<file path="config.mk">
export PLATFORM = sky130hd
export DESIGN_NAME = mma_mac
export DESIGN_NICKNAME = d
export VERILOG_FILES = /design/src/sv/mma_pkg.sv /design/src/sv/mma_mac.sv
export SDC_FILE = /design/constraint.sdc
export NUM_CORES = 1
export LEC_CHECK = 0
export ABC_AREA = 1
export BUFFER_PORTS_ARGS = -buffer_cell sky130_fd_sc_hd__buf_2
export CORE_MARGIN = 8
export CORE_UTILIZATION = 57
export CTS_CLUSTER_DIAMETER = 60
export DETAILED_ROUTE_END_ITERATION = 8
export PLACE_DENSITY = 0.87
export SETUP_SLACK_MARGIN = 0.5
export SLEW_MARGIN = 15
export SYNTH_ARGS = -nofsm -noshare
export SYNTH_HDL_FRONTEND = slang
export SYNTH_SLANG_ARGS = --single-unit
</file>
<file path="constraint.sdc">
create_clock -name aclk -period 6.13 [get_ports aclk]
set_input_delay 0.3065 -clock aclk [delete_from_list [all_inputs] [get_ports aclk]]
set_output_delay 0.3065 -clock aclk [all_outputs]
set_load 0.005 [all_outputs]
</file>
<file path="src/sv/mma_pkg.sv">
// ----------------------------------------------------------------------------
// mma_pkg: shared types and constants for the matrix multiply-accumulate core
// Field widths, saturation bounds and the tag that follows each MAC step.
// ----------------------------------------------------------------------------
package mma_pkg;

    localparam int IDX_W  = 6;   // row / column index width on the ports
    localparam int DIM_W  = 7;   // matrix dimension width (1..64)
    localparam int VAL_W  = 16;  // A and B elements, signed Q1.14
    localparam int PROD_W = 32;  // product of two Q1.14 values, Q3.28
    localparam int ACC_W  = 48;  // C elements, 28 fraction bits

    localparam logic signed [ACC_W-1:0] SAT_HI = {1'b0, {(ACC_W-1){1'b1}}};
    localparam logic signed [ACC_W-1:0] SAT_LO = {1'b1, {(ACC_W-1){1'b0}}};

    // One multiply-accumulate step on its way through the MAC pipeline
    typedef struct packed {
        logic             valid;
        logic             first;     // k == 0: start from C0
        logic             last_k;    // k == n-1: column complete
        logic [IDX_W-1:0] col;
        logic             last_col;  // j == n-1
    } mma_tag_t;

endpackage

</file>
<file path="src/sv/mma_mac.sv">
// ----------------------------------------------------------------------------
// mma_mac: shared multiply-accumulate unit
// Multiplies one A and one B element per cycle unless stalled, adds into a saturating
// 48-bit accumulator and hands each finished C element to the output register.
// ----------------------------------------------------------------------------
module mma_mac
    import mma_pkg::*;
(
    input  logic                     aclk,
    input  logic                     aresetn,
    input  mma_tag_t                 tag_in,
    input  logic signed [VAL_W-1:0]  a_q,
    input  logic signed [VAL_W-1:0]  b_q,
    input  logic signed [ACC_W-1:0]  c_q,
    input  logic                     m_tready,
    output logic                     m_tvalid,
    output logic signed [ACC_W-1:0]  m_result,
    output logic [IDX_W-1:0]         m_col,
    output logic                     m_last,
    output logic                     stall,
    output logic                     pipe_busy
);

    mma_tag_t                 tag1_reg, tag1_next;
    mma_tag_t                 tag2_reg, tag2_next;
    logic signed [PROD_W-1:0] prod_reg;
    logic signed [ACC_W-1:0]  c2_reg;
    logic signed [ACC_W-1:0]  acc_reg;
    logic signed [ACC_W-1:0]  acc_base;
    logic signed [ACC_W:0]    sum_wide;
    logic signed [ACC_W-1:0]  sum_sat;
    logic                     emit;
    logic                     out_valid_reg, out_valid_next;
    logic signed [ACC_W-1:0]  out_data_reg;
    logic [IDX_W-1:0]         out_col_reg;
    logic                     out_last_reg;

    assign stall     = out_valid_reg & ~m_tready;
    assign pipe_busy = tag1_reg.valid | tag2_reg.valid;

    assign acc_base = tag2_reg.first ? c2_reg : acc_reg;
    assign sum_wide = {acc_base[ACC_W-1], acc_base} + (ACC_W+1)'(prod_reg);

    always_comb begin
        if (sum_wide[ACC_W] != sum_wide[ACC_W-1]) begin
            sum_sat = sum_wide[ACC_W] ? SAT_LO : SAT_HI;
        end else begin
            sum_sat = sum_wide[ACC_W-1:0];
        end
    end

    assign emit = tag2_reg.valid & tag2_reg.last_k & ~stall;

    always_comb begin
        tag1_next = stall ? tag1_reg : tag_in;
        tag2_next = stall ? tag2_reg : tag1_reg;
        if (emit) begin
            out_valid_next = 1'b1;
        end else if (m_tready) begin
            out_valid_next = 1'b0;
        end else begin
            out_valid_next = out_valid_reg;
        end
    end

    always_ff @(posedge aclk) begin
        if (!aresetn) begin
            tag1_reg      <= '0;
            tag2_reg      <= '0;
            out_valid_reg <= 1'b0;
        end else begin
            tag1_reg      <= tag1_next;
            tag2_reg      <= tag2_next;
            out_valid_reg <= out_valid_next;
        end
    end

    always_ff @(posedge aclk) begin
        if (!stall) begin
            prod_reg <= a_q * b_q;
            c2_reg   <= c_q;
            if (tag2_reg.valid) begin
                acc_reg <= sum_sat;
            end
        end
        if (emit) begin
            out_data_reg <= sum_sat;
            out_col_reg  <= tag2_reg.col;
            out_last_reg <= tag2_reg.last_col;
        end
    end

    assign m_tvalid = out_valid_reg;
    assign m_result = out_data_reg;
    assign m_col    = out_col_reg;
    assign m_last   = out_last_reg;

    a_acc_hold: assert property (@(posedge aclk) disable iff (!aresetn)
        stall |=> $stable(acc_reg))
        else $error("accumulator moved during a stall");

    a_emit_shown: assert property (@(posedge aclk) disable iff (!aresetn)
        emit |=> m_tvalid)
        else $error("finished column did not reach the output register");

    a_no_phantom: assert property (@(posedge aclk) disable iff (!aresetn)
        (!stall && !(tag2_reg.valid && tag2_reg.last_k)) |=> !m_tvalid)
        else $error("output valid without a finished column");

endmodule

</file>
**Word level (Yosys, flattened, before mapping)**

Cells that the tools add are included.

- Memories: 0
- Bits in latches: 0
- ROM bits: 0
- Flip-flop bits (word level): 204
- Memory bits (writable): 0

- Add/sub/neg operators: 1
- Div/mod/pow operators: 0
- $mul: 1
- Mux-type cells: 5
- Equal/unequal tests: 1
- Bitwise logic cells: 6
- Order comparisons: 0
- Shifts and indexed selects: 0
- Reduce and logical (&&, ||, !) cells: 2

Operator list:

| kind | number |
|---|---|
| $mux W48 | 3 |
| $add A48 B32 Y49 | 1 |
| $mul A16 B16 Y32 | 1 |
| $and A1 B1 Y1 | 3 |
| $mux W1 | 2 |
| $not A1 Y1 | 2 |
| $reduce_and A2 Y1 | 1 |
| $reduce_bool A2 Y1 | 1 |
| $ne A1 B1 Y1 | 1 |
| $or A1 B1 Y1 | 1 |

**Logic depth before layout (Yosys ltp)**

Gate-level depths: netlist (run 1).

- Depth in word-level cells: 5
- Mapped depth: 27
- Gate-level depth less buffers: 25

**Least setup slack after synthesis (run 1)**

OpenSTA, ideal clock, no wires.

- Path kind: input to register
- From: input b_q[5]
- To: register prod_reg[31], data pin
- Data arrival time: 5355 ps
- Required time: 5870 ps
- Path slack: 514 ps
- Cell stages on the path: 23
- Cells stage by stage: clkbuf_1 > clkbuf_1 > nand2_1 > fa_1 > inv_1 > fa_1 > inv_1 > fa_1 > fa_1 > inv_1 > fa_1 > inv_1 > fa_1 > inv_1 > ha_1 > nand2_1 > nor2_1 > nand2_1 > nor3_1 > nand2_1 > inv_1 > nor2_1 > xor2_1

- Longest elaborated chain between the ends: 1

RTL lines:

| what | line | text |
|---|---|---|
| from (decl) | mma_mac.sv:13 | `input logic signed [VAL_W-1:0] b_q,` |
| $mul A16 B16 Y32 | mma_mac.sv:80 | `prod_reg <= a_q * b_q;` |
| to (signal assigned) | mma_mac.sv:80 |  |
| to (decl) | mma_mac.sv:26 | `logic signed [PROD_W-1:0] prod_reg;` |

Every way passes these cells.
A chain may end at the register's enable or synchronous reset.

**Worst setup path after layout (run 1)**

- From: input b_q[5]
- To: register prod_reg[27], data pin

The elaborated chain is that of the path after synthesis.

==> out/results.tsv, run 1 <==
stage	metric	value	unit
clocking	clk slew on worst S/H paths	60	ps
worst_setup_path	Worst path depth	20	
detailed_routing	Metal-1 WL	22400	µm
placed_design	buffers added on ports	150	
detailed_routing	Vias	16700	
worst_setup_path	register-to-register setup slack	1790	ps
yosys	post-synthesis cell type count	41	
timing	min cycle time layout	5430	ps
die	Die Width	210	µm
yosys	synthesis warning total	0	
timing	fmax	184	MHz
yosys	Synth area leader	edfxtp_1	
detailed_routing	met3 WL	3050	µm
worst_hold_path	worst hold endpoint	c2_reg[18]$_DFFE_PN_	
worst_hold_path	Hold Path Cell Cnt	1	
clocking	Num Clock Sinks	204	
timing	RSZ-0062 raised after global routing	false	
placed_design	GP Congestion	0.969	
worst_setup_path	CP most frequent cell	fa_1	
timing	Setup violations, final	0	
clocking	Post-CTS Setup Inserts	0	
worst_setup_path	Buf/Inv on CP	6	
detailed_routing	detail-routed net length per standard cell	17.7	µm
worst_setup_path	arrival time of the worst setup path	5680	ps
yosys	Mapped Area	21500	µm²
detailed_routing	post-route ant nets	0	
yosys	Post-synth EDFFs	183	
detailed_routing	total iterations of the first detailed-routing run	6	
clocking	clk root buf	clkbuf_16	
worst_setup_path	reg2reg end	m_result[41]$_DFFE_PP_	
die	die area	44100	µm²
timing	Worst slew margin	0.500	
yosys	Net Count, Synth	2994	
worst_setup_path	crit path max fanout	16	
job	max cap viols	0	
yosys	Synth Area per Inst	8.56	µm²
finish	share of cells above drive strength 1	0.126	
grt	initial antenna violation count	0	
placed_design	dpl hpwl	45800	µm
timing	worst-margin pin slew	750	ps
detailed_routing	WL met2	28900	µm
yosys	Synth Register Bits	204	
worst_setup_path	CP top delay family	adder cells	
worst_setup_path	CP Launch Type	input port	
finish	Syn-to-layout area delta	10.7	%
worst_hold_path	worst hold start	c_q[18]	
yosys	Post-Synthesis Cells	2508	
detailed_routing	initial drt markers	1057	
detailed_routing	Post-route DRC	0	
clocking	clock buffer depth	3	
die	Die Span Y	210	µm
detailed_routing	post-DR vias/cell	5.25	
worst_setup_path	worst path cell trace	buf_2, nand2_1, fa_1, inv_1, fa_1, buf_4, fa_1, fa_1, fa_1, inv_1, fa_1, inv_1, ha_1, nand2_1, nor2_1, inv_1, nor3_1, o21ai_0, nand3_1, xor2_1	
worst_setup_path	Crit-path slowest cell	fa_1	
worst_setup_path	crit path kind	input port to register	
yosys	top cell type's share of synthesized area	0.256	
die	Site Rows	71	
timing	clock skew	12.2	ps
grt	grt total ovfl	0	
yosys	register area share after synthesis	0.275	
finish	most frequent cells in the layout	nand2_1 (587), inv_1 (578), fa_1 (263)	
grt	pin count of the biggest net entering global routing	58	
finish	Ant. Diodes	0	
grt	GRT Total Usage	0.258	
yosys	Synth area leaders	edfxtp_1 (26%), fa_1 (25%), nand2_1 (10%)	
worst_setup_path	Max stage delay on crit path	550	ps
clocking	TritonCTS clock tree	built	
yosys	ys async rst share	0	
grt	vias in the first global route	18000	
worst_hold_path	worst hold-check path type	input port to register	
worst_setup_path	worst r2r path cells	14	
die	core area	37400	µm²
die	I/O pins	151	
clocking	# H-tree levels	1	
finish	most common cell after layout, fill and taps aside	nand2_1	
worst_setup_path	Reg2Reg Launch Point	tag2_reg[8]$_SDFFE_PN0N_	
timing	Final Hold Viols	0	
clocking	Num CTS Buffers	19	
worst_setup_path	Worst EP required	6380	ps
timing	Final period util	0.885	
die	Initial Util	0.574	
clocking	clk_lat worst skew	510	ps
timing	WHS	47.5	ps
detailed_routing	Top Metal Used	met4	
timing	total negative slack	0	ps
yosys	Top FF cell, synth	edfxtp_1	
finish	nets	3146	
detailed_routing	WL final	56300	µm
timing	Final Max Slew Viols	0	
status	status	finished clean	
worst_setup_path	CP endpoint kind	register	
grt	global-route wire length before repair	91800	µm
[what timing repair did]
| action | CTS | global route |
|---|---|---|
| resized for setup | 0 | 3 |
| endpoints found under the hold margin | 46 | 0 |
| hold buffers | 46 | 0 |
| endpoints found under the setup margin | 0 | 3 |
[synthesized netlist by cell type, types with 2 or more instances]
library cell and number:
nand3_2 2, o21ai_0 62, a211oi_1 2, a21oi_2 6, nor2_2 7, a21oi_1 83
o21ai_2 4, nand3_1 53, nand4_1 28, o21ai_1 8, and2_1 2, o21bai_1 23
nor2_4 4, buf_1 6, inv_2 9, xnor2_1 34, buf_2 2, buf_6 6
nand2_1 587, xor2_1 34, mux2_2 47, ha_1 130, clkbuf_1 65, edfxtp_1 183
a31oi_1 3, nor2_1 168, nor3_1 20, or2_2 4, fa_1 263, dfxtp_1 21
inv_1 579, nand2_2 52, a21o_1 3
[worst register-to-register path: cells and delay by family, from the launching register on]
family	cells	cell delay, ps
DFF	1	670
adders and majority gates	1	340
buffers and inverters	2	910
muxes	1	410
AOI/OAI and AO/OA	3	720
and+or+nand+nor	7	1000
[cell families (layout without fill, tap and decap cells)]
kind of cell             Yosys count  count (layout)  share of synthesized area
flip-flops                       204             204                      0.275
adder cells (fa/ha/maj)          393             393                      0.321
AO/OA/AOI/OAI                    198             198                     0.0519
buffers and inverters            668             833                      0.119
AND/OR/NAND/NOR                  930             930                      0.180
multiplexers                      47              47                     0.0246
XOR/XNOR                          68              68                     0.0277
[metal layers]
layer,vias up,track usage
met2,602,0.468
met4,0,0.0926
met1,8047,0.316
met5,-,0
li1,7939,-
met3,127,0.0248
[worst max-delay path by stage]
| stage | startpoint | to |
|---|---|---|
| 2_1_floorplan | b_q[5] | prod_reg[31]$_DFFE_PN_ |
| 3_3_place_gp | b_q[4] | prod_reg[27]$_DFFE_PN_ |
| 3_5_place_dp | b_q[4] | prod_reg[27]$_DFFE_PN_ |
| 4_1_cts | b_q[4] | prod_reg[27]$_DFFE_PN_ |
| 5_1_grt | a_q[15] | prod_reg[27]$_DFFE_PN_ |
| 6_report | b_q[5] | prod_reg[27]$_DFFE_PN_ |
[area by class of cell]
| cell class | count | area (µm²) |
|---|---|---|
| Tap cell | 511 | 639 |
| Clock inverter | 8 | 123 |
| Sequential cell | 204 | 5920 |
| Clock buffer | 26 | 532 |
| Timing Repair Buffer | 211 | 1330 |
| Fill cell | 3073 | 13600 |
| Inverter | 588 | 2210 |
| Multi-Input combinational cell | 1636 | 13000 |
[metrics by stage]
stage / setup slack, ps / area, µm² / util / std cells
after floorplan: 514 / 21500 / - / 2508
after global placement: 231 / 22600 / 0.605 / 3104
after detailed placement: 151 / 22600 / 0.605 / 3104
after CTS: 680 / 23800 / 0.635 / 3184
after global routing: 536 / 23800 / 0.636 / 3184
final: 704 / 23800 / 0.636 / 3184
Power of run 1 is not shown: default switching activity piles up to over one toggle a cycle in this logic, so the estimate is an artifact.
==> run 2, diff against run 1 <==
--- a/config.mk
+++ b/config.mk
@@ -11,7 +11,7 @@
 export CORE_UTILIZATION = 57
 export CTS_CLUSTER_DIAMETER = 60
 export DETAILED_ROUTE_END_ITERATION = 8
-export PLACE_DENSITY = 0.87
+export PLACE_DENSITY = 0.86
 export SETUP_SLACK_MARGIN = 0.5
 export SLEW_MARGIN = 15
 export SYNTH_ARGS = -nofsm -noshare
==> run 2 against run 1 <==
  * Register-to-register slack barely moved
  * First-iteration DRC count rose by 11%
  * Utilization fell by 0.13 points
  * Die area did not move
  * Sequential share of layout area rose by 0.053 points
  * Routed wire length rose by 1.8%
  * Non-clock buffer count rose by 4
  * Fmax rose by 2.1%
  * Hold slack got worse by 2.5 ps
  * Critical path depth fell by 1
  * Critical path type unchanged
==> out/results.tsv, run 2 (same netlist as run 1, synthesis figures left out) <==
stage	metric	value	unit	change
timing	Final period util	0.867		-0.0184
worst_setup_path	crit path max fanout	16		unchanged
worst_hold_path	worst hold-check path type	input port to register		
timing	min cycle time layout	5310	ps	-113 ps
die	Die Width	210	µm	unchanged
die	Site Rows	71		unchanged
die	Initial Util	0.574		unchanged
timing	Worst slew margin	0.464		-0.0360
finish	most frequent cells in the layout	nand2_1 (587), inv_1 (578), fa_1 (262)		
detailed_routing	WL final	57400	µm	+1.8%
placed_design	dpl cells	3108		+0.13%
detailed_routing	initial drt markers	1174		+11%
worst_setup_path	arrival time of the worst setup path	5570	ps	-110 ps
placed_design	Setup WS pre-CTS	255	ps	+104 ps
grt	global-route wire length before repair	92100	µm	+0.26%
grt	pin count of the biggest net entering global routing	58		unchanged
die	core area	37400	µm²	unchanged
placed_design	buffers added on ports	150		unchanged
job	max cap viols	0		unchanged
timing	total negative slack	0	ps	unchanged
grt	grt total ovfl	0		unchanged
worst_setup_path	CP Launch Type	input port		
status	status	finished clean		
timing	worst-margin pin slew	804	ps	+54.0 ps
clocking	clk root buf	clkbuf_16		
placed_design	dpl hpwl	46700	µm	+2.1%
finish	Syn-to-layout area delta	10.5	%	
finish	Final Non-Filler Cells	3186		+0.063%
timing	RSZ-0062 raised after global routing	false		
timing	fmax	188	MHz	+2.1%
detailed_routing	post-route ant nets	0		unchanged
clocking	Post-CTS Setup Inserts	0		unchanged
die	Die Span Y	210	µm	unchanged
detailed_routing	Vias	16900		+0.94%
worst_setup_path	CP endpoint kind	register		
detailed_routing	detail-routed net length per standard cell	18.0	µm	+1.8%
timing	Setup violations, final	0		unchanged
finish	share of cells above drive strength 1	0.124		-0.00122
clocking	clk slew on worst S/H paths	60	ps	about the same
grt	initial antenna violation count	0		unchanged
detailed_routing	Post-route DRC	0		unchanged
placed_design	GP Congestion	0.980		+1.2%
worst_setup_path	Worst EP required	6390	ps	about the same
die	I/O pins	151		unchanged
clocking	clock buffer depth	3		unchanged
die	die area	44100	µm²	unchanged
clocking	clk_lat worst skew	510	ps	about the same
grt	vias in the first global route	18000		+0.17%
finish	nets	3150		+0.13%
clocking	Num Clock Sinks	204		unchanged
finish	most common cell after layout, fill and taps aside	nand2_1		
timing	Final Max Slew Viols	0		unchanged
finish	Ant. Diodes	0		unchanged
timing	setup ws final	817	ps	+113 ps
timing	clock skew	17.5	ps	+5.29 ps
clocking	TritonCTS clock tree	built		
grt	GRT Total Usage	0.260		+0.00212
worst_setup_path	crit path kind	input port to register		
clocking	Num CTS Buffers	19		unchanged
detailed_routing	post-DR vias/cell	5.30		+0.88%
detailed_routing	total iterations of the first detailed-routing run	7		+1
timing	Final Hold Viols	0		unchanged
clocking	# H-tree levels	1		unchanged
[run 2: worst max-delay path, cell delays in order]
cell and delay [ps]:
buf_2 350, nand2_1 140, fa_1 540, inv_1 60
fa_1 500, fa_1 590, fa_1 440, fa_1 490
inv_1 50, fa_1 470, inv_1 40, ha_1 390
nand2_1 140, nor2_1 170, inv_1 80, nor3_1 320
o21ai_0 250, nand3_1 170, xor2_1 70
[run 2: path summary, 6_finish.rpt]
check | endpoint | slack, ps | cells after the start | start
setup / recovery | prod_reg[27]$_DFFE_PN_ | 820 | 19 | b_q[8]
hold / removal | tag1_reg[0]$_SDFFE_PN0N_ | 40 | 3 | tag_in[0]
setup reg to reg | m_result[23]$_DFFE_PP_ | 1800 | 14 | tag2_reg[8]$_SDFFE_PN0N_
hold reg to reg | m_col[5]$_DFFE_PP_ | 440 | 0 | tag2_reg[6]$_SDFFE_PN0N_
[run 2: timing repair]
action,in CTS,in global routing
hold buffers,46,0
endpoints found under the setup margin,0,1
resized for setup,0,1
endpoints found under the hold margin,46,0
[run 2: per-stage QoR]
| step | area [µm²] | util | hold WS (ps) |
|---|---|---|---|
| final | 23700 | 0.634 | 44.9 |
| after global routing | 23700 | 0.634 | 47.2 |
| after CTS | 23700 | 0.634 | 36.7 |
| after detailed placement | 22700 | 0.607 | 415 |
| after global placement | 22700 | 0.607 | 414 |
| after floorplan | 21500 | - | 405 |
[run 2: area by class of cell]
| class | instances | area [µm²] |
|---|---|---|
| multi-input cells | 1636 | 13000 |
| flip-flops and latches | 204 | 5920 |
| fillers | 3032 | 13700 |
| inverters | 588 | 2210 |
| clock inverters | 5 | 55.1 |
| clock buffers | 27 | 515 |
| repair buffers | 215 | 1370 |
| well taps | 511 | 639 |
[run 2: layer usage]
| metal | share of wire | track usage | up-vias |
|---|---|---|---|
| met5 | 0 | 0 | - |
| li1 | - | - | 7940 |
| met2 | 0.50 | 0.472 | 693 |
| met4 | 0.039 | 0.101 | 0 |
| met3 | 0.062 | 0.0270 | 153 |
| met1 | 0.39 | 0.314 | 8086 |
Power of run 2 is left out for the same reason.
