===== config.mk =====
export PLATFORM = sky130hd
export DESIGN_NAME = mma_seq
export DESIGN_NICKNAME = d
export VERILOG_FILES = /design/src/sv/mma_pkg.sv /design/src/sv/mma_seq.sv
export SDC_FILE = /design/constraint.sdc
export NUM_CORES = 1
export LEC_CHECK = 0
export BUFFER_PORTS_ARGS = -buffer_cell sky130_fd_sc_hd__buf_2
export CAP_MARGIN = 25
export CORE_ASPECT_RATIO = 0.5
export CORE_MARGIN = 1.5
export CORE_UTILIZATION = 45
export CTS_CLUSTER_SIZE = 10
export DETAILED_ROUTE_END_ITERATION = 10
export HOLD_SLACK_MARGIN = 0.05
export PLACE_DENSITY = 0.74
export SETUP_SLACK_MARGIN = 0.1
export SLEW_MARGIN = 25
export SYNTH_ARGS = -nofsm -noshare
export SYNTH_HDL_FRONTEND = slang
export SYNTH_SLANG_ARGS = --single-unit

===== constraint.sdc =====
create_clock -name aclk -period 6.1 [get_ports aclk]
set_clock_uncertainty 0.15 [all_clocks]
set_input_delay 0.61 -clock aclk [delete_from_list [all_inputs] [get_ports aclk]]
set_output_delay 0.61 -clock aclk [all_outputs]
set_load 0.02 [all_outputs]

===== src/sv/mma_pkg.sv =====
// ----------------------------------------------------------------------------
// mma_pkg: shared types and constants for the matrix multiply-accumulate core
// Field widths, saturation bounds and the tag that follows each MAC step.
// ----------------------------------------------------------------------------
package mma_pkg;

    localparam int IDX_W  = 6;   // row / column index width on the ports
    localparam int DIM_W  = 7;   // matrix dimension width (1..64)
    localparam int VAL_W  = 16;  // A and B elements, signed Q1.14
    localparam int PROD_W = 32;  // product of two Q1.14 values, Q3.28
    localparam int ACC_W  = 48;  // C elements, 28 fraction bits

    localparam logic signed [ACC_W-1:0] SAT_HI = {1'b0, {(ACC_W-1){1'b1}}};
    localparam logic signed [ACC_W-1:0] SAT_LO = {1'b1, {(ACC_W-1){1'b0}}};

    // One multiply-accumulate step on its way through the MAC pipeline
    typedef struct packed {
        logic             valid;
        logic             first;     // k == 0: start from C0
        logic             last_k;    // k == n-1: column complete
        logic [IDX_W-1:0] col;
        logic             last_col;  // j == n-1
    } mma_tag_t;

endpackage


===== src/sv/mma_seq.sv =====
// ----------------------------------------------------------------------------
// mma_seq: row sequencer
// Accepts input transfers, issues store writes for loads and walks column j
// and index k of a requested row, one MAC step per cycle unless stalled.
// ----------------------------------------------------------------------------
module mma_seq
    import mma_pkg::*;
(
    input  logic              aclk,
    input  logic              aresetn,
    input  logic              s_tvalid,
    output logic              s_tready,
    input  logic              in_func,
    input  logic [IDX_W-1:0]  in_row,
    input  logic [IDX_W-1:0]  in_col,
    input  logic [DIM_W-1:0]  dim,
    input  logic              stall,
    input  logic              pipe_busy,
    output logic              wr_en,
    output logic [IDX_W-1:0]  rd_row,
    output logic [IDX_W-1:0]  rd_k,
    output logic [IDX_W-1:0]  rd_j,
    output mma_tag_t          tag_out
);

    localparam logic [1:0] ST_IDLE  = 2'd0;
    localparam logic [1:0] ST_RUN   = 2'd1;
    localparam logic [1:0] ST_DRAIN = 2'd2;

    logic [1:0]       state_reg, state_next;
    logic [IDX_W-1:0] row_reg, row_next;
    logic [IDX_W-1:0] j_reg, j_next;
    logic [IDX_W-1:0] k_reg, k_next;
    logic [DIM_W-1:0] n_reg, n_next;
    logic             accept;
    logic             row_ok;
    logic             col_ok;
    logic             issue;
    logic             k_end;
    logic             j_end;

    assign s_tready = (state_reg == ST_IDLE);
    assign accept   = s_tvalid & s_tready;
    assign row_ok   = {1'b0, in_row} < dim;
    assign col_ok   = {1'b0, in_col} < dim;
    assign wr_en    = accept & ~in_func & row_ok & col_ok;

    assign issue = (state_reg == ST_RUN) & ~stall;
    assign k_end = ({1'b0, k_reg} == n_reg - DIM_W'(1));
    assign j_end = ({1'b0, j_reg} == n_reg - DIM_W'(1));

    always_comb begin
        state_next = state_reg;
        row_next   = row_reg;
        j_next     = j_reg;
        k_next     = k_reg;
        n_next     = n_reg;
        case (state_reg)
            ST_IDLE: begin
                if (accept && in_func && row_ok) begin
                    state_next = ST_RUN;
                    row_next   = in_row;
                    n_next     = dim;
                    j_next     = '0;
                    k_next     = '0;
                end
            end
            ST_RUN: begin
                if (issue) begin
                    if (k_end) begin
                        k_next = '0;
                        j_next = j_reg + IDX_W'(1);
                        if (j_end) begin
                            state_next = ST_DRAIN;
                        end
                    end else begin
                        k_next = k_reg + IDX_W'(1);
                    end
                end
            end
            ST_DRAIN: begin
                // wait for the last column to leave the MAC pipeline
                if (!pipe_busy && !stall) begin
                    state_next = ST_IDLE;
                end
            end
            default: begin
                state_next = ST_IDLE;
            end
        endcase
    end

    always_ff @(posedge aclk) begin
        if (!aresetn) begin
            state_reg <= ST_IDLE;
        end else begin
            state_reg <= state_next;
        end
    end

    always_ff @(posedge aclk) begin
        row_reg <= row_next;
        j_reg   <= j_next;
        k_reg   <= k_next;
        n_reg   <= n_next;
    end

    assign rd_row = row_reg;
    assign rd_k   = k_reg;
    assign rd_j   = j_reg;

    always_comb begin
        tag_out.valid    = issue;
        tag_out.first    = (k_reg == '0);
        tag_out.last_k   = k_end;
        tag_out.col      = j_reg;
        tag_out.last_col = j_end;
    end

    a_issue_unstalled: assert property (@(posedge aclk) disable iff (!aresetn)
        tag_out.valid |-> !stall)
        else $error("MAC step issued during a stall");

    a_final_step: assert property (@(posedge aclk) disable iff (!aresetn)
        (tag_out.valid && tag_out.last_k && tag_out.last_col) |=> state_reg == ST_DRAIN)
        else $error("row walk did not end after its final step");

    a_drain_done: assert property (@(posedge aclk) disable iff (!aresetn)
        (state_reg == ST_DRAIN && !pipe_busy && !stall) |=> s_tready)
        else $error("sequencer stuck after drain");

endmodule


Yosys cells after proc, flatten, opt, wreduce, memory -nomap -nowiden:

Index checks and enable logic that the tools add are counted.

* eq/ne operators: 9
* add/subtract/negate cells: 3
* reductions and logical operators: 12
* mux-type cells: 13
* $lt $le $gt $ge: 2
* bitwise gates (word level): 7

Operator list (number)
* two-way mux 6 bit: 5
* one-hot mux 6 bit (2 select lines): 2
* equality test 6 x 7 -> 1 bit: 2
* < comparator 6 x 7 -> 1 bit: 2
* adder 6 x 1 -> 6 bit (second input constant): 2
* two-way mux 2 bit: 5
* != test 2 bit (second input constant): 4
* subtractor 7 x 1 -> 7 bit (second input constant): 1
* logical NOT 6 bit: 1
* one-hot mux 2 bit (3 select lines): 1
* bitwise AND 1 bit: 5
* AND reduction 5 bit: 1
* AND reduction 4 bit: 1
* logical AND 1 bit: 3
* AND reduction 3 bit: 1
* equality test 2 x 1 -> 1 bit (second input constant): 1
* equality test 2 bit (second input constant): 1
* logical NOT 1 bit: 2
* logical NOT 2 bit: 1
* != test 2 x 1 -> 1 bit (second input constant): 1
* NOT 1 bit: 2
* AND reduction 2 bit: 1
* nonzero test 2 bit: 1

* logic and storage cells: 51
* flip-flop bits (word level): 27

Longest topological paths before layout:

Gate-level depths: netlist of the first run.

* depth in word-level cells: 6
* gate-level depth with buffers: 8
* gate-level depth less buffers: 7

Worst setup path before layout of the first run:

No wires, ideal clock.

* kind: reg2out
* start: register n_reg[0]
* end: output port tag_out[7] (netlist name)
* data required time: 5.340 ns
* stages on the path, launching flop included: 9
* slack: 2.849 ns
* data arrival time: 2.491 ns
* cells stage by stage: edfxtp_1 > inv_1 > ha_1 > or3b_1 > clkbuf_2 > o31a_1 > or4_1 > nor2_1 > buf_4

* cells in the longest elaborated chain, start to end: 2

RTL lines
* start, declared: RTL line mma_seq.sv:34 `logic [DIM_W-1:0] n_reg, n_next;`
* start signal, assigned: RTL line mma_seq.sv:105 `n_reg <= n_next;`
* subtractor 7 x 1 -> 7 bit: RTL line mma_seq.sv:49 `assign k_end = ({1'b0, k_reg} == n_reg - DIM_W'(1));`
* equality test 6 x 7 -> 1 bit: RTL line mma_seq.sv:49
* end, declared: RTL line mma_seq.sv:23 `output mma_tag_t tag_out`

No other way between the ends.

==> results.ini, run 1 <==
[run_status]
outcome = complete, no violations

[die]
die-area_um2 = 4328
die_w_um = 91.55
core_area_um2 = 3585
ios = 55
start_util = 0.4921
rows = 15
die_y_um = 47.28

[final_layout]
layout-drive-gt1-share = 0.2919
area_growth_pct = 17.38
largest_reg_flops = 7
n_antenna_cell = 0
nets = 249
fillers = 321

[global_routing]
grt_max_degree = 18
grt_pass1_wl_um = 5678
grtUsageMet2 = 0.3090
antenna_found_initial = 0
grt-ovfl-total = 0
grtUsageTotal = 0.1769
met1_usage = 0.2277
met3_usage = 0.04207
busiest_layer = met2
grt_pass1_vias = 1207

[drt]
vias = 1339
ant_nets = 0
drtPass1Iterations = 4
wl_per_cell_um = 14.13
drt-initial-drc-count = 34
drt-total-wl_um = 3674
drc = 0
viasPerCell = 5.150

[clocking]
worstSkewPairLatency_ps = 280
cts_root_buf = clkbuf_8
post_cts_buffers = 0
ctsHoldBuffers = 0
htreeDepth = 1
clock_sinks = 27
ctsLongestPathBuffers = 2
cts-buffers-inserted = 3
clk_pin_slew_worst_paths_ps = 100
cts_resized = 0
cts_tree = yes

[worst_setup_path]
cp.arrival_ps = 3090
cp-startpoint = n_reg[0]
cp-start-kind = flop
worstSetupPathType = reg2out
rr_startpoint = n_reg[0]
critPathMaxFanout = 8
critPathRequiredTime_ps = 5340
endpoint_kind = output pin

[yosys]
syn-cell-area_um2 = 1764
yosysSeqAreaShare = 0.4482
yosys.area.top_type = edfxtp_1
synth_nets = 202
yosys.area.top_type_share = 0.4255
ys_async_sr_fraction = 0
synth_flop_cell = edfxtp_1
ys_warn_count = 0
syn_area_per_cell_um2 = 10.82
synth_commonest_cells = edfxtp_1, nor2_1, xnor2_1
yosys.cell_types.count = 38
synth-edff-count = 25
synth.area.top_cells = edfxtp_1, ha_1, xnor2_1
yosysMostFrequentCell = edfxtp_1
syn_inst = 163
ys_ff_latch = 27

[placement]
gp_congestion = 0.8923
hpwl_um = 2959
port_buffers = 54
pre_cts_ws_ps = 2610

[hold_path]
min-delay-start = dim[3]
worst_hold_path_type = in2reg

[sta]
finalMaxSlewViolations = 0
rsz0062_at_grt = no
worst_pin_slew_ps = 664.9
hold_violations = 0
fmax_mhz = 259.6
relSlewSlack = 0.5563
period_share = 0.6315
fin_ws_ps = 2248
fin_crit_ps = 3852
setup_viol = 0
finalSetupTns_ps = 0

[power_and_ir_drop]
power_density_nw_per_um2 = 206.5
power.internal_uw = 301.5
switching_share = 0.2950
clkPwrFrac = 0.257
p_switching_uw = 126.1
seqPwrFrac = 0.531
power.leakage_uw = 0.0009002
power_frac_comb = 0.212
peakVddDrop_v = 0.00007155

[run]
maxCapViolCount = 0

-- placed cells by master (no fill, tap or decap), types with 4 or more instances in the layout --
cell	n
buf_2	54
edfxtp_1	25
nor2_1	15
xnor2_1	15
ha_1	14
inv_1	13
xor2_1	10
nor3_1	8
nand3_1	5
nor4_1	4
nand2b_1	4
nand2_1	4
-- per-stage QoR --
stage,util,area (um^2),hold WS [ps],power (uW),std cells
floorplan,-,1764,403.0,293.0,163
global placement,0.5630,2018,439.5,318.9,256
detailed placement,0.5630,2018,448.2,321.7,256
CTS,0.5770,2068,356.2,429.9,260
global route,0.5777,2071,346.3,446.8,260
finish,0.5777,2071,362.4,427.6,260
-- kinds of logic (layout without fill, tap and decap cells) --
| family | count (synthesis) | after routing | share of synthesized area |
|---|---|---|---|
| compound gates | 19 | 19 | 0.08440 |
| flops | 27 | 27 | 0.4482 |
| buf+inv | 25 | 71 | 0.07305 |
| fa+ha+maj | 14 | 14 | 0.09929 |
| simple gates | 52 | 52 | 0.1582 |
| xor+xnor | 26 | 26 | 0.1369 |
-- power by group through the flow --
stage                     Clock, uW  Combinational (uW)  Sequential [uW]
after CTS                       111                91.2              227
after detailed placement          0                90.1              232
final                           110                90.6              227
after floorplan                   0                55.8              237
after global routing            117                 101              229
after global placement            0                87.9              231
-- metal layers --
| layer | wire [um] | share of wire |
|---|---|---|
| met3 | 209 | 0.057 |
| met1 | 1665 | 0.45 |
| met4 | 27 | 0.0073 |
| met5 | 0 | 0 |
| met2 | 1771 | 0.48 |
-- cell type report --
type	instances	area, um^2	area share
multi-input cells	111	847.1	0.4091
repair buffers	54	270.3	0.1305
inverters	13	48.80	0.02356
well taps	51	63.81	0.03082
clock buffers	3	41.29	0.01994
flip-flops and latches	27	790.8	0.3819
clock inverters	1	8.758	0.004230
-- worst paths after layout --
check	to	slack (ps)	depth (start not counted)
hold / removal	n_reg[3]	360	1
hold reg to reg	state_reg[0]	470	2
setup / recovery	tag_out[7]	2250	7
setup reg to reg	rd_j[5]	2740	7
-- worst max-delay path: stages, from the launching register on --
cell and delay, ps:
edfxtp_1 470, inv_1 90, ha_1 190, or3b_1 480, o31a_1 310, or4_1 550
nor2_1 450, buf_2 270
Power figures use the tool's default switching activity.
==> run 2, diff against run 1 <==
--- a/config.mk
+++ b/config.mk
@@ -13,7 +13,7 @@
 export CTS_CLUSTER_SIZE = 10
 export DETAILED_ROUTE_END_ITERATION = 10
 export HOLD_SLACK_MARGIN = 0.05
-export PLACE_DENSITY = 0.74
+export PLACE_DENSITY = 0.76
 export SETUP_SLACK_MARGIN = 0.1
 export SLEW_MARGIN = 25
 export SYNTH_ARGS = -nofsm -noshare
==> constraint.sdc (replaced) <==
create_clock -name aclk -period 3.3 [get_ports aclk]
set_clock_uncertainty 0.15 [all_clocks]
set_input_delay 0.33 -clock aclk [delete_from_list [all_inputs] [get_ports aclk]]
set_output_delay 0.33 -clock aclk [all_outputs]
set_load 0.02 [all_outputs]
==> results.ini, run 2 (synthesized netlist as in run 1, its figures left out) <==
[run_status]
outcome = complete, no violations

[sta]
fmax_mhz = 321.5
rsz0062_at_grt = no
finalSetupTns_ps = 0  ; unchanged
fin_ws_ps = 189.5  ; -2059 ps
fin_crit_ps = 3110
hold_violations = 0  ; unchanged
relSlewSlack = 0.5409  ; -0.01538
period_share = 0.9426
worst_pin_slew_ps = 688.7  ; +23.78 ps
finalMaxSlewViolations = 0  ; unchanged
setup_viol = 0  ; unchanged

[global_routing]
antenna_found_initial = 0  ; unchanged
grt-ovfl-total = 0  ; unchanged
grt_max_degree = 17  ; -1
grtUsageTotal = 0.1717  ; -0.005147
grt_pass1_vias = 1186  ; -1.7%
grt_pass1_wl_um = 5533  ; -2.6%

[power_and_ir_drop]
power_density_nw_per_um2 = 366.6  ; +78%
power.internal_uw = 557.2  ; +85%
p_switching_uw = 226.2  ; +79%
power_frac_comb = 0.220  ; +0.008
clkPwrFrac = 0.244  ; -0.013
peakVddDrop_v = 0.0001562  ; +120%
switching_share = 0.2888  ; -0.006210
power.leakage_uw = 0.0009481  ; +5.3%
seqPwrFrac = 0.536  ; +0.005

[drt]
drt-total-wl_um = 3722  ; +1.3%
wl_met1_um = 1840  ; +11%
vias = 1380  ; +3.1%
wl_met2_um = 1629  ; -8.0%
wl_per_cell_um = 13.84  ; -2.1%
drtPass1Iterations = 4  ; unchanged
viasPerCell = 5.130  ; -0.39%
drt-initial-drc-count = 53  ; +56%
wl_met3_um = 223  ; +6.7%
top_layer_used = met4
ant_nets = 0  ; unchanged
drc = 0  ; unchanged

[die]
rows = 15  ; unchanged
start_util = 0.4921  ; unchanged
die_y_um = 47.28  ; unchanged
core_area_um2 = 3585  ; unchanged
die-area_um2 = 4328  ; unchanged
die_w_um = 91.55  ; unchanged
ios = 55  ; unchanged

[worst_setup_path]
cp-start-kind = flop
critPathRequiredTime_ps = 2820  ; -2520 ps
critPathMaxFanout = 6  ; -2
cp.arrival_ps = 2630  ; -460 ps
worstSetupPathType = reg2out
reg2reg_depth = 7  ; unchanged
endpoint_kind = output pin

[clocking]
worstSkewPairLatency_ps = 280  ; about the same
clock_sinks = 27  ; unchanged
cts-buffers-inserted = 3  ; unchanged
cts_tree = yes
ctsHoldBuffers = 0  ; unchanged
cts_root_buf = clkbuf_8
ctsLongestPathBuffers = 2  ; unchanged
htreeDepth = 1  ; unchanged
clk_pin_slew_worst_paths_ps = 90  ; about the same

[final_layout]
fillers = 307  ; -4.4%
postLayoutCoreUtil = 0.5962  ; +0.01850
layout-drive-gt1-share = 0.3211  ; +0.02923
largest_reg_flops = 7  ; unchanged
nets = 258  ; +3.6%
area_growth_pct = 21.13
final_cell_mix = buf_2, edfxtp_1, nor2_1
mostFrequentLayoutCell = buf_2
fin_area_um2 = 2137  ; +3.2%
n_antenna_cell = 0  ; unchanged

[run]
maxCapViolCount = 0  ; unchanged

[placement]
pre_cts_ws_ps = 159.7  ; -2451 ps
place_area_um2 = 2033  ; +0.74%
gp_congestion = 0.9176  ; +2.8%
hpwl_um = 2922  ; -1.3%
port_buffers = 54  ; unchanged

[hold_path]
worst_hold_path_type = in2reg
holdPathStages = 1  ; unchanged

==> run 2: changes by cell type in the layout (fill, tap and decap cells not counted) <==
cell | previous run | this run
nor2_1 | 15 | 16
buf_4 | 0 | 10
nor2_2 | 1 | 0
clkinv_2 | 0 | 1
or3b_1 | 1 | 0
or3b_4 | 0 | 1
inv_6 | 1 | 0
buf_2 | 54 | 53
==> run 2: critical path, stage by stage (launching register included) <==
cell      delay, ps
edfxtp_1        420
inv_1            80
ha_1            190
or3b_4          430
o31a_1          270
or4_1           540
nor2_1          120
buf_4           150
buf_4           140
==> run 2: cell type report <==
type                            count  area, um^2  share of cell area
Tap cell                           51       63.81             0.02986
Clock buffer                        3       41.29             0.01932
Sequential cell                    27       790.8              0.3700
Clock inverter                      1       5.005            0.002342
Inverter                           13       48.80             0.02283
Multi-Input combinational cell    111       847.1              0.3964
Timing Repair Buffer               63       340.3              0.1593
==> run 2: what timing repair did <==
| item | in CTS | in global routing |
|---|---|---|
| cloned | 0 | 0 |
| setup buffers | 1 | 6 |
| endpoints found under the setup margin | 1 | 1 |
| gates resized for setup | 1 | 1 |
==> run 2: power groups by stage <==
stage | sequential [uW] | combinational, uW | clock [uW]
2_1_floorplan | 438 | 103 | 0
3_3_place_gp | 428 | 163 | 0
3_5_place_dp | 428 | 167 | 0
4_1_cts | 420 | 170 | 192
5_1_grt | 422 | 189 | 206
6_report | 420 | 173 | 191
==> run 2: worst paths after layout <==
check,from,slack (ps),to
max,n_reg[1],190,tag_out[7]
min reg2reg,state_reg[0],480,state_reg[0]
min,in_row[0],80,rd_row[0]
max reg2reg,n_reg[1],270,state_reg[1]
==> run 2: metrics by stage <==
stage	power (uW)	cells	hold slack [ps]
final	783.5	269	83.88
after global routing	818.3	269	80.13
after CTS	781.5	263	80.33
after detailed placement	594.8	258	370.5
after global placement	590.9	258	373.8
after floorplan	541.6	163	278.9
==> run 2: routing by layer <==
layer,vias up,GRT usage
met1,643,0.2361
met5,-,0
li1,686,-
met2,47,0.2791
met4,0,0.03750
met3,4,0.04693
==> run 3, diff against run 2 <==
--- a/config.mk
+++ b/config.mk
@@ -14,6 +14,7 @@
 export DETAILED_ROUTE_END_ITERATION = 10
 export HOLD_SLACK_MARGIN = 0.05
 export PLACE_DENSITY = 0.76
+export RECOVER_POWER = 50
 export SETUP_SLACK_MARGIN = 0.1
 export SLEW_MARGIN = 25
 export SYNTH_ARGS = -nofsm -noshare
==> results.ini, run 3 (synthesized netlist as in run 1, its figures left out) <==
[run_status]
outcome = complete, no violations

[global_routing]
antenna_found_initial = 0  ; unchanged
grt_max_degree = 17  ; unchanged
grtUsageTotal = 0.1717  ; unchanged
grt_pass1_wl_um = 5533  ; unchanged
grt-ovfl-total = 0  ; unchanged
grt_pass1_vias = 1186  ; unchanged

[worst_setup_path]
crit_chain = inv_1, ha_1, or3b_4, o31a_1, or4_1, nor2_1, buf_4, buf_4
path_common_cell = buf_4
endpoint_kind = output pin
slowest_stage = or4_1
cp-start-kind = flop
worstSetupPathType = reg2out
critPathRequiredTime_ps = 2820  ; about the same
path_buf_inv = 3  ; unchanged
critPathTopFamily = simple AND/OR/NAND/NOR gates
critical_path.max_stage_delay_ps = 540  ; about the same
cp.arrival_ps = 2640  ; about the same
critPathMaxFanout = 6  ; unchanged

[drt]
drt-total-wl_um = 3733  ; +0.30%
ant_nets = 0  ; unchanged
drt-initial-drc-count = 57  ; +7.5%
drc = 0  ; unchanged
wl_per_cell_um = 13.88  ; +0.30%
viasPerCell = 5.141  ; +0.22%
vias = 1383  ; +0.22%
drtPass1Iterations = 4  ; unchanged

[power_and_ir_drop]
peakVddDrop_v = 0.0001568  ; +0.44%
power_density_nw_per_um2 = 372.5  ; +1.6%
power.leakage_uw = 0.0008518  ; -10%

[final_layout]
final_cell_mix = clkbuf_1, edfxtp_1, buf_2
largest_reg_flops = 7  ; unchanged
fillers = 324  ; +5.5%
final-seq-area_um2 = 790.8  ; unchanged
area_growth_pct = 18.72
mostFrequentLayoutCell = clkbuf_1
multiInputGateArea_um2 = 847.1  ; unchanged
n_antenna_cell = 0  ; unchanged
nets = 258  ; unchanged
instances_no_fill = 269  ; unchanged
layout-drive-gt1-share = 0.1651  ; -0.1560

[sta]
period_share = 0.9459  ; +0.003325
worst_pin_slew_ps = 719.2  ; +30.50 ps
fin_ws_ps = 178.5  ; -10.97 ps
whs_ps = 81.34  ; -2.543 ps
setup_viol = 0  ; unchanged
fmax_mhz = 320.4  ; -0.35%
finalMaxSlewViolations = 0  ; unchanged
finalSetupTns_ps = 0  ; unchanged
fin_crit_ps = 3121  ; +10.97 ps
relSlewSlack = 0.5205  ; -0.02033
hold_violations = 0  ; unchanged
rsz0062_at_grt = no

[hold_path]
worst_hold_path_type = in2reg

[die]
ios = 55  ; unchanged
die-area_um2 = 4328  ; unchanged
die_y_um = 47.28  ; unchanged
core_area_um2 = 3585  ; unchanged
die_w_um = 91.55  ; unchanged
rows = 15  ; unchanged
start_util = 0.4921  ; unchanged

[clocking]
ctsLongestPathBuffers = 2  ; unchanged
htreeDepth = 1  ; unchanged
clock_sinks = 27  ; unchanged
cts_tree = yes
cts_root_buf = clkbuf_8
clk_pin_slew_worst_paths_ps = 90  ; about the same
worstSkewPairLatency_ps = 280  ; about the same
cts-buffers-inserted = 3  ; unchanged
ctsHoldBuffers = 0  ; unchanged

[placement]
dp_cells = 258  ; unchanged
port_buffers = 54  ; unchanged
pre_cts_ws_ps = 159.7  ; unchanged
gp_congestion = 0.9176  ; unchanged
hpwl_um = 2922  ; unchanged

[run]
maxCapViolCount = 0  ; unchanged

## run 3: changes by cell type in the layout (fill, tap and decap cells not counted), sizes merged
cell	before	now
clkbuf	3	37
buf	63	29
## run 3: through the flow
stage	instance area (um^2)	power (uW)	util
2_1_floorplan	1764	541.6	-
3_3_place_gp	2033	590.9	0.5672
3_5_place_dp	2033	594.8	0.5672
4_1_cts	2090	781.5	0.5829
5_1_grt	2095	813.0	0.5843
6_report	2095	780.3	0.5843
## run 3: power by group
group          switching (uW)  internal, uW
Clock                     108          84.9
Combinational            97.4          69.6
Sequential               23.3           397
Total                     229           552
## run 3: area by class of cell
type / instances / area share
Multi-Input combinational cell: 111 / 0.4044
Sequential cell: 27 / 0.3775
Timing Repair Buffer: 63 / 0.1422
Tap cell: 51 / 0.03047
Inverter: 13 / 0.02330
Clock buffer: 3 / 0.01971
Clock inverter: 1 / 0.002389
## run 3: path summary, 6_finish.rpt
path,startpoint,to,slack (ps),cells after the start
worst max-delay path,n_reg[1],tag_out[7],180,8
worst min-delay path,in_row[0],rd_row[0],80,1
worst max register to register,n_reg[1],state_reg[1],270,7
worst min register to register,state_reg[0],state_reg[0],480,2
## run 3: layer usage
layer  GRT usage  vias to the layer above  wire length [um]
met2      0.2791                       45              1648
met3     0.04693                        4               222
met5           0                        -                 0
met4     0.03750                        0                27
li1            -                      686                 -
met1      0.2361                      648              1833
## run 3: repair_timing
| item | 4_1_cts | 5_1_grt |
|---|---|---|
| setup endpoints to repair | 1 | 1 |
| endpoints found under the hold margin | 0 | 0 |
| setup buffers | 1 | 6 |
| resized for setup | 1 | 1 |
